===== config.mk =====
export PLATFORM = sky130hd
export DESIGN_NAME = iovc_ctrl
export DESIGN_NICKNAME = d
export VERILOG_FILES = /design/src/hw/rtl/iovc_pkg.sv /design/src/hw/rtl/iovc_ctrl.sv
export VERILOG_INCLUDE_DIRS = /design/src /design/src/hw/rtl
export SDC_FILE = /design/constraint.sdc
export NUM_CORES = 1
export LEC_CHECK = 0
export BUFFER_PORTS_ARGS = -buffer_cell sky130_fd_sc_hd__buf_4
export CORE_AREA = 5 5 42 44
export DETAILED_ROUTE_END_ITERATION = 10
export DIE_AREA = 0 0 47 49
export GPL_TIMING_DRIVEN = 0
export PLACE_DENSITY = 0.55
export SYNTH_ARGS = -nofsm -noshare
export SYNTH_HDL_FRONTEND = slang
export SYNTH_SLANG_ARGS = --single-unit
export TNS_END_PERCENT = 10

===== constraint.sdc =====
create_clock -name clock -period 3.21 [get_ports clock]
set_input_delay 0.642 -clock clock [delete_from_list [all_inputs] [get_ports clock]]
set_output_delay 0.642 -clock clock [all_outputs]
set_load 0.03 [all_outputs]

===== src/hw/rtl/assert_macros.svh =====
// Assertion macros shared by the interval overlap counter modules.
`ifndef ASSERT_MACROS_SVH
`define ASSERT_MACROS_SVH

`ifndef NO_ASSERTIONS

// Property must hold at every clock edge out of reset.
`define IOVC_ASSERT(label, clk, rst, prop, msg) \
   label: assert property (@(posedge clk) disable iff (rst) (prop)) else $error(msg);

// Expression must never be true at a clock edge out of reset.
`define IOVC_NEVER(label, clk, rst, expr, msg) \
   label: assert property (@(posedge clk) disable iff (rst) !(expr)) else $error(msg);

`else

`define IOVC_ASSERT(label, clk, rst, prop, msg)
`define IOVC_NEVER(label, clk, rst, expr, msg)

`endif

`endif


===== src/hw/rtl/iovc_pkg.sv =====
// Package: field widths, action and status codes, controller/datapath structs.
`timescale 1ns / 1ps

package iovc_pkg;

   localparam int ACTION_W = 2;
   localparam int VALUE_W  = 32;
   localparam int HIT_W    = 11;
   localparam int STATUS_W = 2;

   localparam logic [ACTION_W-1:0] ACT_CLEAR = 2'd0;
   localparam logic [ACTION_W-1:0] ACT_LOAD  = 2'd1;
   localparam logic [ACTION_W-1:0] ACT_QUERY = 2'd2;

   localparam logic [STATUS_W-1:0] STATUS_OK    = 2'd0;
   localparam logic [STATUS_W-1:0] STATUS_FULL  = 2'd1;
   localparam logic [STATUS_W-1:0] STATUS_EMPTY = 2'd2;

   // Commands from controller to datapath
   typedef struct packed {
      logic accept_word;   // input word taken this cycle
      logic scan_start;    // query needs a store scan
      logic scan_step;     // issue one store read
      logic rsp_load;      // load the output register
      logic rsp_from_scan; // result comes from the held registers
   } iovc_cmd_type;

   // Status from datapath to controller
   typedef struct packed {
      logic scan_needed;   // current input word is a query that must scan
      logic last_addr;     // scan address is the last valid entry
   } iovc_sts_type;

endpackage


===== src/hw/rtl/iovc_ctrl.sv =====
// Controller state machine: handshakes, scan sequencing, result hand-off.
`timescale 1ns / 1ps
`include "assert_macros.svh"

module iovc_ctrl
   import iovc_pkg::*;
(
   input  logic         clock,
   input  logic         reset,
   input  logic         req_valid,
   output logic         req_ready,
   output logic         rsp_valid,
   input  logic         rsp_ready,
   input  iovc_sts_type sts,
   output iovc_cmd_type cmd
);

   localparam logic [1:0] ST_IDLE  = 2'd0;
   localparam logic [1:0] ST_SCAN  = 2'd1;
   localparam logic [1:0] ST_DRAIN = 2'd2;
   localparam logic [1:0] ST_HOLD  = 2'd3;

   logic [1:0] state_ff, state_in;
   logic       rsp_valid_ff, rsp_valid_in;
   logic       out_free;
   logic       accept;

   assign req_ready = (state_ff == ST_IDLE);
   assign accept    = req_valid && req_ready;
   assign out_free  = !rsp_valid_ff || rsp_ready;
   assign rsp_valid = rsp_valid_ff;

   always_comb begin
      state_in          = state_ff;
      cmd               = '0;
      cmd.accept_word   = accept;
      case (state_ff)
         ST_IDLE: begin
            if (accept) begin
               if (sts.scan_needed) begin
                  cmd.scan_start = 1'b1;
                  state_in       = ST_SCAN;
               end else if (out_free) begin
                  cmd.rsp_load = 1'b1;
               end else begin
                  state_in = ST_HOLD;
               end
            end
         end
         ST_SCAN: begin
            cmd.scan_step = 1'b1;
            if (sts.last_addr) begin
               state_in = ST_DRAIN;
            end
         end
         ST_DRAIN: begin
            state_in = ST_HOLD;
         end
         ST_HOLD: begin
            if (out_free) begin
               cmd.rsp_load      = 1'b1;
               cmd.rsp_from_scan = 1'b1;
               state_in          = ST_IDLE;
            end
         end
         default: begin
            state_in = ST_IDLE;
         end
      endcase
   end

   always_comb begin
      rsp_valid_in = rsp_valid_ff;
      if (cmd.rsp_load) begin
         rsp_valid_in = 1'b1;
      end else if (rsp_ready) begin
         rsp_valid_in = 1'b0;
      end
   end

   always_ff @(posedge clock) begin
      if (reset) begin
         state_ff     <= ST_IDLE;
         rsp_valid_ff <= 1'b0;
      end else begin
         state_ff     <= state_in;
         rsp_valid_ff <= rsp_valid_in;
      end
   end

   `IOVC_ASSERT(a_no_overwrite, clock, reset, cmd.rsp_load |-> (!rsp_valid_ff || rsp_ready), "result overwritten while waiting")
   `IOVC_NEVER(a_load_mid_scan, clock, reset, cmd.rsp_load && (state_ff == ST_SCAN || state_ff == ST_DRAIN), "result issued before scan finished")

endmodule


==> results of run 1 <==
## registers in the layout (all words and copies together) (netlist names)
name	cells
rsp_valid	1
state_ff	2
## cells by family after synthesis
kind of cell    Yosys count  share of synthesized area
mux                       2                     0.0620
simple gates             13                      0.310
fa+ha+maj                 5                      0.194
compound gates            5                      0.178
flops                     3                      0.186
buf+inv                   4                     0.0698
## power breakdown
part	internal, mW	leakage [nW]	switching [mW]
Clock	0.0465	0.0150	0.0184
Sequential	0.0542	0.0247	0.0162
Combinational	0.163	0.191	0.174
Total	0.264	0.231	0.209
## critical path, cell delays in order (launching register included)
cell and delay (ns):
dfxtp_1 0.37, inv_1 0.10, ha_1 0.26, and3b_1 0.18
o21bai_1 0.16, nor2b_1 0.06, buf_4 0.12, buf_4 0.16
## placed cells by master, fill, tap and decap left out, drive strengths merged
cell type,n
a2111oi,1
a211o,1
a21oi,1
and2,2
and2b,2
and3,1
and3b,2
buf,14
clkbuf,4
dfxtp,3
ha,5
inv,2
mux2i,2
nand2b,3
nor2,1
nor2b,2
o21bai,2
## final timing paths
| path | slack, ns | cells after the start | endpoint |
|---|---|---|---|
| worst max-delay path | 0.93 | 7 | cmd[1] |
| worst min-delay path | 0.51 | 2 | state_ff[0]$_SDFFE_PP0P_ |
| worst max register to register | 1.64 | 5 | state_ff[1]$_SDFFE_PP0P_ |
| worst min register to register | 0.51 | 2 | state_ff[0]$_SDFFE_PP0P_ |
## cell usage after synthesis
cell and instances:
and3b_1 2, and2_1 2, mux2i_1 2, and2b_4 2, a2111oi_4 1, buf_4 2
a211o_2 1, ha_1 5, inv_1 2, nor2b_4 1, nand2b_1 3, nor2_1 1
dfxtp_1 3, nor2b_1 1, a21oi_1 1, o21bai_1 2, and3_2 1
## routing by layer
layer  wire length (um)  global-route usage  share of wire
met5                  0                   0              0
met4                  0              0.0415              0
met3                 61              0.0554           0.10
met2                288              0.0837           0.49
met1                234              0.0658           0.40
## metrics by stage
step                worst slack (ns)  power [mW]  hold WS, ns   util
floorplan                       1.22       0.330        0.481      -
global placement                1.11       0.412        0.512  0.309
detailed placement              1.14       0.415        0.513  0.309
CTS                            0.893       0.485        0.521  0.328
global route                   0.768       0.515        0.538  0.328
finish                         0.927       0.472        0.514  0.328
## layout make-up
cell class | instances | area (sq um)
plain buffers | 2 | 15.0
clock buffers | 4 | 26.3
fillers | 160 | 942
inverters | 2 | 7.51
multi-input cells | 25 | 240
flip-flops and latches | 3 | 60.1
well taps | 16 | 20.0
repair buffers | 12 | 90.1
==> metrics.md, run 1 <==
| Metric | Value |
|---|---|
| Ys Warns | `0` |
| Crit Path Class | `reg2out` |
| Yosys top cell area share | `0.194` |
| Setup bufs post-CTS | `0` |
| CTS tree | `yes` |
| Drt total wl | `584 um` |
| CP max FO | `6` |
| Port Buffer Count | `12` |
| Clk sinks | `3` |
| CP Launch Type | `flip-flop` |
| Syn Area/Cell | `10.1 sq um` |
| Design area | `around 460 sq um` |
| RSZ-0062 raised after global routing | `false` |
| Worst reg2reg startpoint | `state_ff[0]$_SDFFE_PP0P_` |
| Pwr dens | `~1000 mW/mm^2` |
| DIE WIDTH | `47 um` |
| Initial Util | `0.230` |
| Final setup viols | `0` |
| Hpwl dp | `between 500 and 600 um` |
| Sequential-to-total area share from yosys stat | `0.186` |
| Clock-pin slew on the worst setup and hold paths | `0.03 ns` |
| Post-synth cell types | `17` |
| Status | `complete, no violations` |
| Area Growth Syn to Fin | `42.2%` |
| Final Hold Vio Count | `0` |
| Yosys top cell by area | `ha_1` |
| Drt wl/cell | `9.13 um` |
| Net count, final | `60` |
| Final ANT Viol Nets | `0` |
| GPL Wtd Cong | `0.733` |
| Pin count of the biggest net entering global routing | `7` |
| DR vias | `264` |
| CP startpoint | `state_ff[0]$_SDFFE_PP0P_` |
| GR Overflow Total | `0` |
| I/O Pins | `13` |
| Mapped cell area | `323 sq um` |
| Hold Crit Class | `reg2reg` |
| Via density per instance | `4.13` |
| Skew-Pair Late Insertion Delay | `around 0.23 ns` |
| Seq cells post-synth | `3` |
| Post-Syn Instances | `32` |
| GRT Util Overall | `0.0640` |
| Hold_buf cts | `0` |
| Fin crit share | `0.711` |
| CTS H-Tree Depth | `1` |
| Slew headroom | `0.781` |
| LEAKAGE | `0.231 nW` |
| Peak supply drop | `slightly above 0.3 mV` |
| Core Area | `0.00140 sq mm` |
| First-pass GRT wire length | `966 um` |
| Area contributors post-synth | `ha_1 (19%), dfxtp_1 (19%), a2111oi_4 (8.5%)` |
| Initial antenna violation count | `0` |
| F_max | `438 MHz` |
| Final Slew Violations | `0` |
| Crit path DAT | `1.64 ns` |
| Worst Hold Launch | `state_ff[0]$_SDFFE_PP0P_` |
| # Max-Cap Violations | `0` |
| Vias in the first global route | `245` |
| Share of cells above drive strength 1 | `0.479` |
| # rows | `14` |
| DRC violations left | `0` |
| Worst clock skew | `roughly 0.0038 ns` |
| Worst Path Required | `2.57 ns` |
| Min Tclk post-route | `2.28 ns` |
| Mapped Nets | `43` |
| Pre-antenna DRT Iters | `3` |
| Post-CTS sizing | `0` |
| Antenna cells | `0` |
| Placed Area | `433 sq um` |
| Die area | `0.00230 sq mm` |
| Clk buf depth | `2` |
| TNS Setup | `0 ns` |
| Root Buffer | `clkbuf_4` |
| Worst Setup End Kind | `output port` |
| Dpl cells | `60` |
| Finished Layout Cells | `64` |
| Starting DRT DRC Count | `3` |
| Number of buffers created by CTS | `3` |
| Worst slew pin tran | `~0.33 ns` |
| Die Ht | `49 um` |
Power figures use the tool's default switching activity.
==> run 2: changes to the inputs <==
- PLACE_DENSITY: 0.55 -> 0.56
- clock period: 3.21 -> 2.08 ns (I/O delays scaled with it)
==> metrics.md, run 2 (same netlist as run 1, synthesis figures left out) <==
| Metric | Value |
|---|---|
| Status | `complete, no violations` |
| Share of cells above drive strength 1 | `0.542 (+0.0625)` |
| Worst Hold Depth | `2 (unchanged)` |
| Worst path max stage delay | `0.35 ns (-0.02 ns)` |
| Die Ht | `49 um (unchanged)` |
| Worst slew pin tran | `0.321 ns (-0.00769 ns)` |
| Initial Util | `0.230 (unchanged)` |
| Slew headroom | `0.786 (+0.00513)` |
| RSZ-0062 raised after global routing | `false` |
| Layout Utilization | `0.331 (+0.00357)` |
| Most frequent cells in the layout | `buf_4 (14), ha_1 (4), nand2b_1 (3), clkbuf_4 (3)` |
| Starting DRT DRC Count | `1 (-2)` |
| First-pass GRT wire length | `1040 um (+7.1%)` |
| Fin crit share | `0.949` |
| CP Buf/Inv Count | `3 (unchanged)` |
| GPL Wtd Cong | `0.746 (+1.8%)` |
| Worst Setup End Kind | `output port` |
| Number of buffers created by CTS | `3 (unchanged)` |
| CP startpoint | `state_ff[0]$_SDFFE_PP0P_` |
| Worst reg2reg startpoint | `state_ff[0]$_SDFFE_PP0P_` |
| Worst Path Required | `1.66 ns (-0.91 ns)` |
| Worst clock skew | `0.00192 ns (-0.00192 ns)` |
| Drt total wl | `599 um (+2.6%)` |
| Final ANT Viol Nets | `0 (unchanged)` |
| I/O Pins | `13 (unchanged)` |
| DIE WIDTH | `47 um (unchanged)` |
| Die area | `0.00230 sq mm (unchanged)` |
| Worst path most repeated cell | `buf_4` |
| Critical path's slowest cell | `dfxtp_2` |
| Pre-antenna DRT Iters | `3 (unchanged)` |
| Worst Hold Launch | `reset` |
| Clk buf depth | `2 (unchanged)` |
| Pin count of the biggest net entering global routing | `7 (unchanged)` |
| Design area | `464 sq um (+1.1%)` |
| Skew-Pair Late Insertion Delay | `0.23 ns (about the same)` |
| Most common cell after layout, fill and taps aside | `buf_4` |
| F_max | `around 500 MHz` |
| CTS tree | `yes` |
| GRT Util Overall | `0.0591 (-0.00493)` |
| Largest reg by FF count | `state_ff` |
| Critical register-to-register path endpoint | `state_ff[0]$_SDFFE_PP0P_` |
| Net count, final | `60 (unchanged)` |
| Hold Crit Class | `in2reg` |
| TNS Setup | `0 ns (unchanged)` |
| Crit path DAT | `1.56 ns (-0.08 ns)` |
| Min Tclk post-route | `between 1.5 and 2 ns` |
| End of the worst hold path | `rsp_valid$_SDFFE_PP0P_` |
| Final Slew Violations | `0 (unchanged)` |
| Antenna cells | `0 (unchanged)` |
| Placed Area | `433 sq um (unchanged)` |
| Vias in the first global route | `276 (+13%)` |
| CTS H-Tree Depth | `1 (unchanged)` |
| Area Growth Syn to Fin | `43.8%` |
| # rows | `14 (unchanged)` |
| CP delay by family, top | `buffers and inverters` |
| Hpwl dp | `501 um (-1.2%)` |
| Final Hold Vio Count | `0 (unchanged)` |
| Final setup viols | `0 (unchanged)` |
| Peak supply drop | `0.644 mV (+110%)` |
| Drt wl/cell | `9.36 um (+2.6%)` |
| Initial antenna violation count | `0 (unchanged)` |
| LEAKAGE | `0.231 nW (-0.18%)` |
| # Max-Cap Violations | `0 (unchanged)` |
| DRC violations left | `0 (unchanged)` |
| Clock-pin slew on the worst setup and hold paths | `0.04 ns (about the same)` |
| GR Overflow Total | `0 (unchanged)` |
| Via density per instance | `3.97 (-3.8%)` |
| Pwr dens | `1600 mW/mm^2 (+55%)` |
| Register-to-Register Path Depth | `5 (unchanged)` |
| Core Area | `0.00140 sq mm (unchanged)` |
| Clk sinks | `3 (unchanged)` |
| Root Buffer | `clkbuf_4` |
| DP Worst Slack | `0.229 ns (-0.907 ns)` |
| Final worst setup slack | `0.107 ns (-0.820 ns)` |
| DR vias | `254 (-3.8%)` |
| CP max FO | `6 (unchanged)` |
| Port Buffer Count | `12 (unchanged)` |
| Crit Path Class | `reg2out` |
| Register-to-register setup slack | `0.60 ns (-1.04 ns)` |
| Fill count | `164 (+2.5%)` |
| CP Launch Type | `flip-flop` |
| Largest register FFs | `2 (unchanged)` |
| Critical-path cell list | `inv_1 > ha_2 > and3b_1 > o21bai_1 > nor2b_1 > buf_4 > buf_4` |
## run 2: cell counts in the layout (fill, tap and decap cells not counted)
No cell type changed its count.
## run 2: area by class of cell
| cell class | count | area [sq um] | share of cell area |
|---|---|---|---|
| Timing Repair Buffer | 12 | 90.1 | 0.194 |
| Tap cell | 16 | 20.0 | 0.0431 |
| Inverter | 2 | 7.51 | 0.0162 |
| Clock buffer | 4 | 26.3 | 0.0566 |
| Multi-Input combinational cell | 25 | 243 | 0.523 |
| Sequential cell | 3 | 62.6 | 0.135 |
| Buffer | 2 | 15.0 | 0.0323 |
## run 2: through the flow
stage	hold slack, ns	power (mW)	std cells
final	0.382	0.742	64
after floorplan	0.481	0.509	32
after global routing	0.381	0.812	64
after CTS	0.381	0.744	64
after detailed placement	0.518	0.639	60
after global placement	0.512	0.635	60
## run 2: routing by layer
layer  part of all wire  global-route usage
met5                  0                   0
met4                  0                   0
met3               0.10              0.0369
met2               0.48              0.0928
met1               0.42              0.0724
## run 2: how the worst max path moves through the flow
stage              to  slack [ns]  depth (start not counted)
3_5_place_dp   cmd[1]        0.23                          7
6_report       cmd[1]        0.11                          7
5_1_grt        cmd[1]        0.02                          7
3_3_place_gp   cmd[1]        0.24                          7
4_1_cts        cmd[1]      0.0008                          7
2_1_floorplan  cmd[1]        0.32                          6
## run 2: power breakdown
group | total [mW] | internal [mW] | switching [mW]
sequential | 0.114 | 0.0883 | 0.0261
combinational | 0.527 | 0.257 | 0.270
clock | 0.0998 | 0.0718 | 0.0281
total | 0.742 | 0.417 | 0.324
## run 2: timing repair
action / CTS / global route
hold buffers: 0 / 0
endpoints found under the setup margin: 1 / 1
setup buffers: 0 / 0
gates resized for setup: 1 / 2
==> run 3: changes to the inputs <==
- SETUP_SLACK_MARGIN: default -> 0.5
==> metrics.md, run 3 (same netlist as run 1, synthesis figures left out) <==
| Metric | Value |
|---|---|
| Status | `complete, no violations` |
| Final setup viols | `0 (unchanged)` |
| Drt total wl | `671 um (+12%)` |
| Worst path max stage delay | `0.35 ns (about the same)` |
| Pre-antenna DRT Iters | `1 (-2)` |
| Hold Crit Class | `in2reg` |
| Clock-pin slew on the worst setup and hold paths | `0.04 ns (about the same)` |
| Number of buffers created by CTS | `3 (unchanged)` |
| Critical path's slowest cell | `dfxtp_4` |
| Root Buffer | `clkbuf_4` |
| Crit path DAT | `1.43 ns (-0.13 ns)` |
| CP Launch Type | `flip-flop` |
| # rows | `14 (unchanged)` |
| Clk buf depth | `2 (unchanged)` |
| Largest reg by FF count | `state_ff` |
| Most common cell after layout, fill and taps aside | `buf_4` |
| Critical register-to-register path endpoint | `state_ff[1]$_SDFFE_PP0P_` |
| Vias in the first global route | `284 (+2.9%)` |
| Worst Path Required | `1.66 ns (about the same)` |
| GR Overflow Total | `0 (unchanged)` |
| CTS H-Tree Depth | `1 (unchanged)` |
| Layout Utilization | `0.393 (+0.0616)` |
| DIE WIDTH | `47 um (unchanged)` |
| Total power | `0.902 mW (+22%)` |
| CP max FO | `2 (-4)` |
| Pin count of the biggest net entering global routing | `6 (-1)` |
| Register-to-register setup slack | `0.58 ns (-0.02 ns)` |
| Critical-path cell list | `inv_4 > ha_4 > and3b_1 > o21bai_1 > nor2b_1 > buf_4 > buf_6` |
| # Max-Cap Violations | `0 (unchanged)` |
| Hpwl dp | `515 um (+2.9%)` |
| First-pass GRT wire length | `1180 um (+14%)` |
| Most frequent cells in the layout | `buf_4 (20), nand2b_1 (3), clkbuf_4 (3)` |
| Via density per instance | `3.94 (-0.63%)` |
| Critical path capture point | `cmd[1]` |
| Fill count | `159 (-3.0%)` |
| Final ANT Viol Nets | `0 (unchanged)` |
| TNS Setup | `0 ns (unchanged)` |
| LEAKAGE | `0.264 nW (+14%)` |
| Core Area | `0.00140 sq mm (unchanged)` |
| RSZ-0062 raised after global routing | `true` |
| Worst reg2reg startpoint | `state_ff[0]$_SDFFE_PP0P_` |
| Skew-Pair Late Insertion Delay | `0.24 ns (about the same)` |
| Worst slew pin tran | `0.323 ns (+0.00269 ns)` |
| Initial antenna violation count | `0 (unchanged)` |
| Starting DRT DRC Count | `0 (-1)` |
| Die Ht | `49 um (unchanged)` |
| Worst Setup End Kind | `output port` |
| Register-to-Register Path Depth | `5 (unchanged)` |
| Pwr dens | `1640 mW/mm^2 (+2.6%)` |
| Die area | `0.00230 sq mm (unchanged)` |
| Min Tclk post-route | `1.84 ns (-0.131 ns)` |
| Fin crit share | `0.886 (-0.0631)` |
| Crit Path Class | `reg2out` |
| Initial Util | `0.230 (unchanged)` |
| CP startpoint | `state_ff[0]$_SDFFE_PP0P_` |
| Port Buffer Count | `12 (unchanged)` |
| Antenna cells | `0 (unchanged)` |
| DRC violations left | `0 (unchanged)` |
| GPL Wtd Cong | `0.709 (-4.9%)` |
| Net count, final | `67 (+12%)` |
| Drt wl/cell | `9.45 um (+0.98%)` |
| Worst clock skew | `0.00246 ns (+0.000546 ns)` |
| I/O Pins | `13 (unchanged)` |
| Final Hold Vio Count | `0 (unchanged)` |
| Slew headroom | `0.784 (-0.00179)` |
| Peak supply drop | `0.581 mV (-9.8%)` |
| Area Growth Syn to Fin | `70.5%` |
| Clk sinks | `3 (unchanged)` |
| GRT Util Overall | `0.0739 (+0.0148)` |
| F_max | `543 MHz (+7.1%)` |
| CTS tree | `yes` |
| Largest register FFs | `2 (unchanged)` |
| Final Slew Violations | `0 (unchanged)` |
| DR vias | `280 (+10%)` |
| Share of cells above drive strength 1 | `0.673 (+0.131)` |
run 3: repair_timing:
| item | 4_1_cts | 5_1_grt |
|---|---|---|
| pin swaps | 2 | 1 |
| resized for setup | 8 | 1 |
| endpoints found under the setup margin | 3 | 5 |
| endpoints found under the hold margin | 0 | 0 |
| setup buffers | 6 | 1 |
| hold buffers | 0 | 0 |
run 3: cell type report:
cell class | count | area, sq um | area share
plain buffers | 2 | 15.0 | 0.0273
clock buffers | 4 | 26.3 | 0.0477
inverters | 2 | 10.0 | 0.0182
multi-input cells | 25 | 268 | 0.486
flip-flops and latches | 3 | 65.1 | 0.118
well taps | 16 | 20.0 | 0.0364
repair buffers | 19 | 146 | 0.266
run 3: critical path: cells and delay by family, from the launching register on:
kind / cells / cell delay (ns)
flops: 1 / 0.35
buf+inv: 3 / 0.30
simple gates: 2 / 0.22
compound gates: 1 / 0.18
fa+ha+maj: 1 / 0.14
run 3: metal layers:
metal	up-vias	GRT usage	routed length, um	share of wire
li1	154	-	-	-
met1	120	0.0746	273	0.41
met2	6	0.113	359	0.54
met3	0	0.0221	38	0.057
met4	0	0.0691	0	0
met5	-	0	0	0
run 3: per-stage QoR:
stage	setup WS, ns	instances	hold WS (ns)	cell area [sq um]
floorplan	0.481	32	0.481	338
global placement	0.296	60	0.514	448
detailed placement	0.293	60	0.519	448
CTS	0.223	70	0.365	533
global route	0.162	71	0.375	551
finish	0.238	71	0.368	551
run 3: worst min path at each step:
| stage | start | to | slack, ns | cells after the start |
|---|---|---|---|---|
| floorplan | state_ff[1]$_SDFFE_PP0P_ | state_ff[1]$_SDFFE_PP0P_ | 0.48 | 2 |
| global placement | state_ff[1]$_SDFFE_PP0P_ | state_ff[1]$_SDFFE_PP0P_ | 0.51 | 2 |
| detailed placement | state_ff[0]$_SDFFE_PP0P_ | state_ff[0]$_SDFFE_PP0P_ | 0.52 | 2 |
| CTS | reset | rsp_valid$_SDFFE_PP0P_ | 0.36 | 2 |
| global route | reset | rsp_valid$_SDFFE_PP0P_ | 0.38 | 2 |
| finish | reset | rsp_valid$_SDFFE_PP0P_ | 0.37 | 2 |
run 3: where the power goes:
part	internal, mW	leakage [nW]	total (mW)	switching [mW]
Sequential	0.0919	0.0257	0.113	0.0207
Clock	0.0721	0.0150	0.105	0.0331
Combinational	0.364	0.223	0.684	0.321
Total	0.528	0.264	0.902	0.374
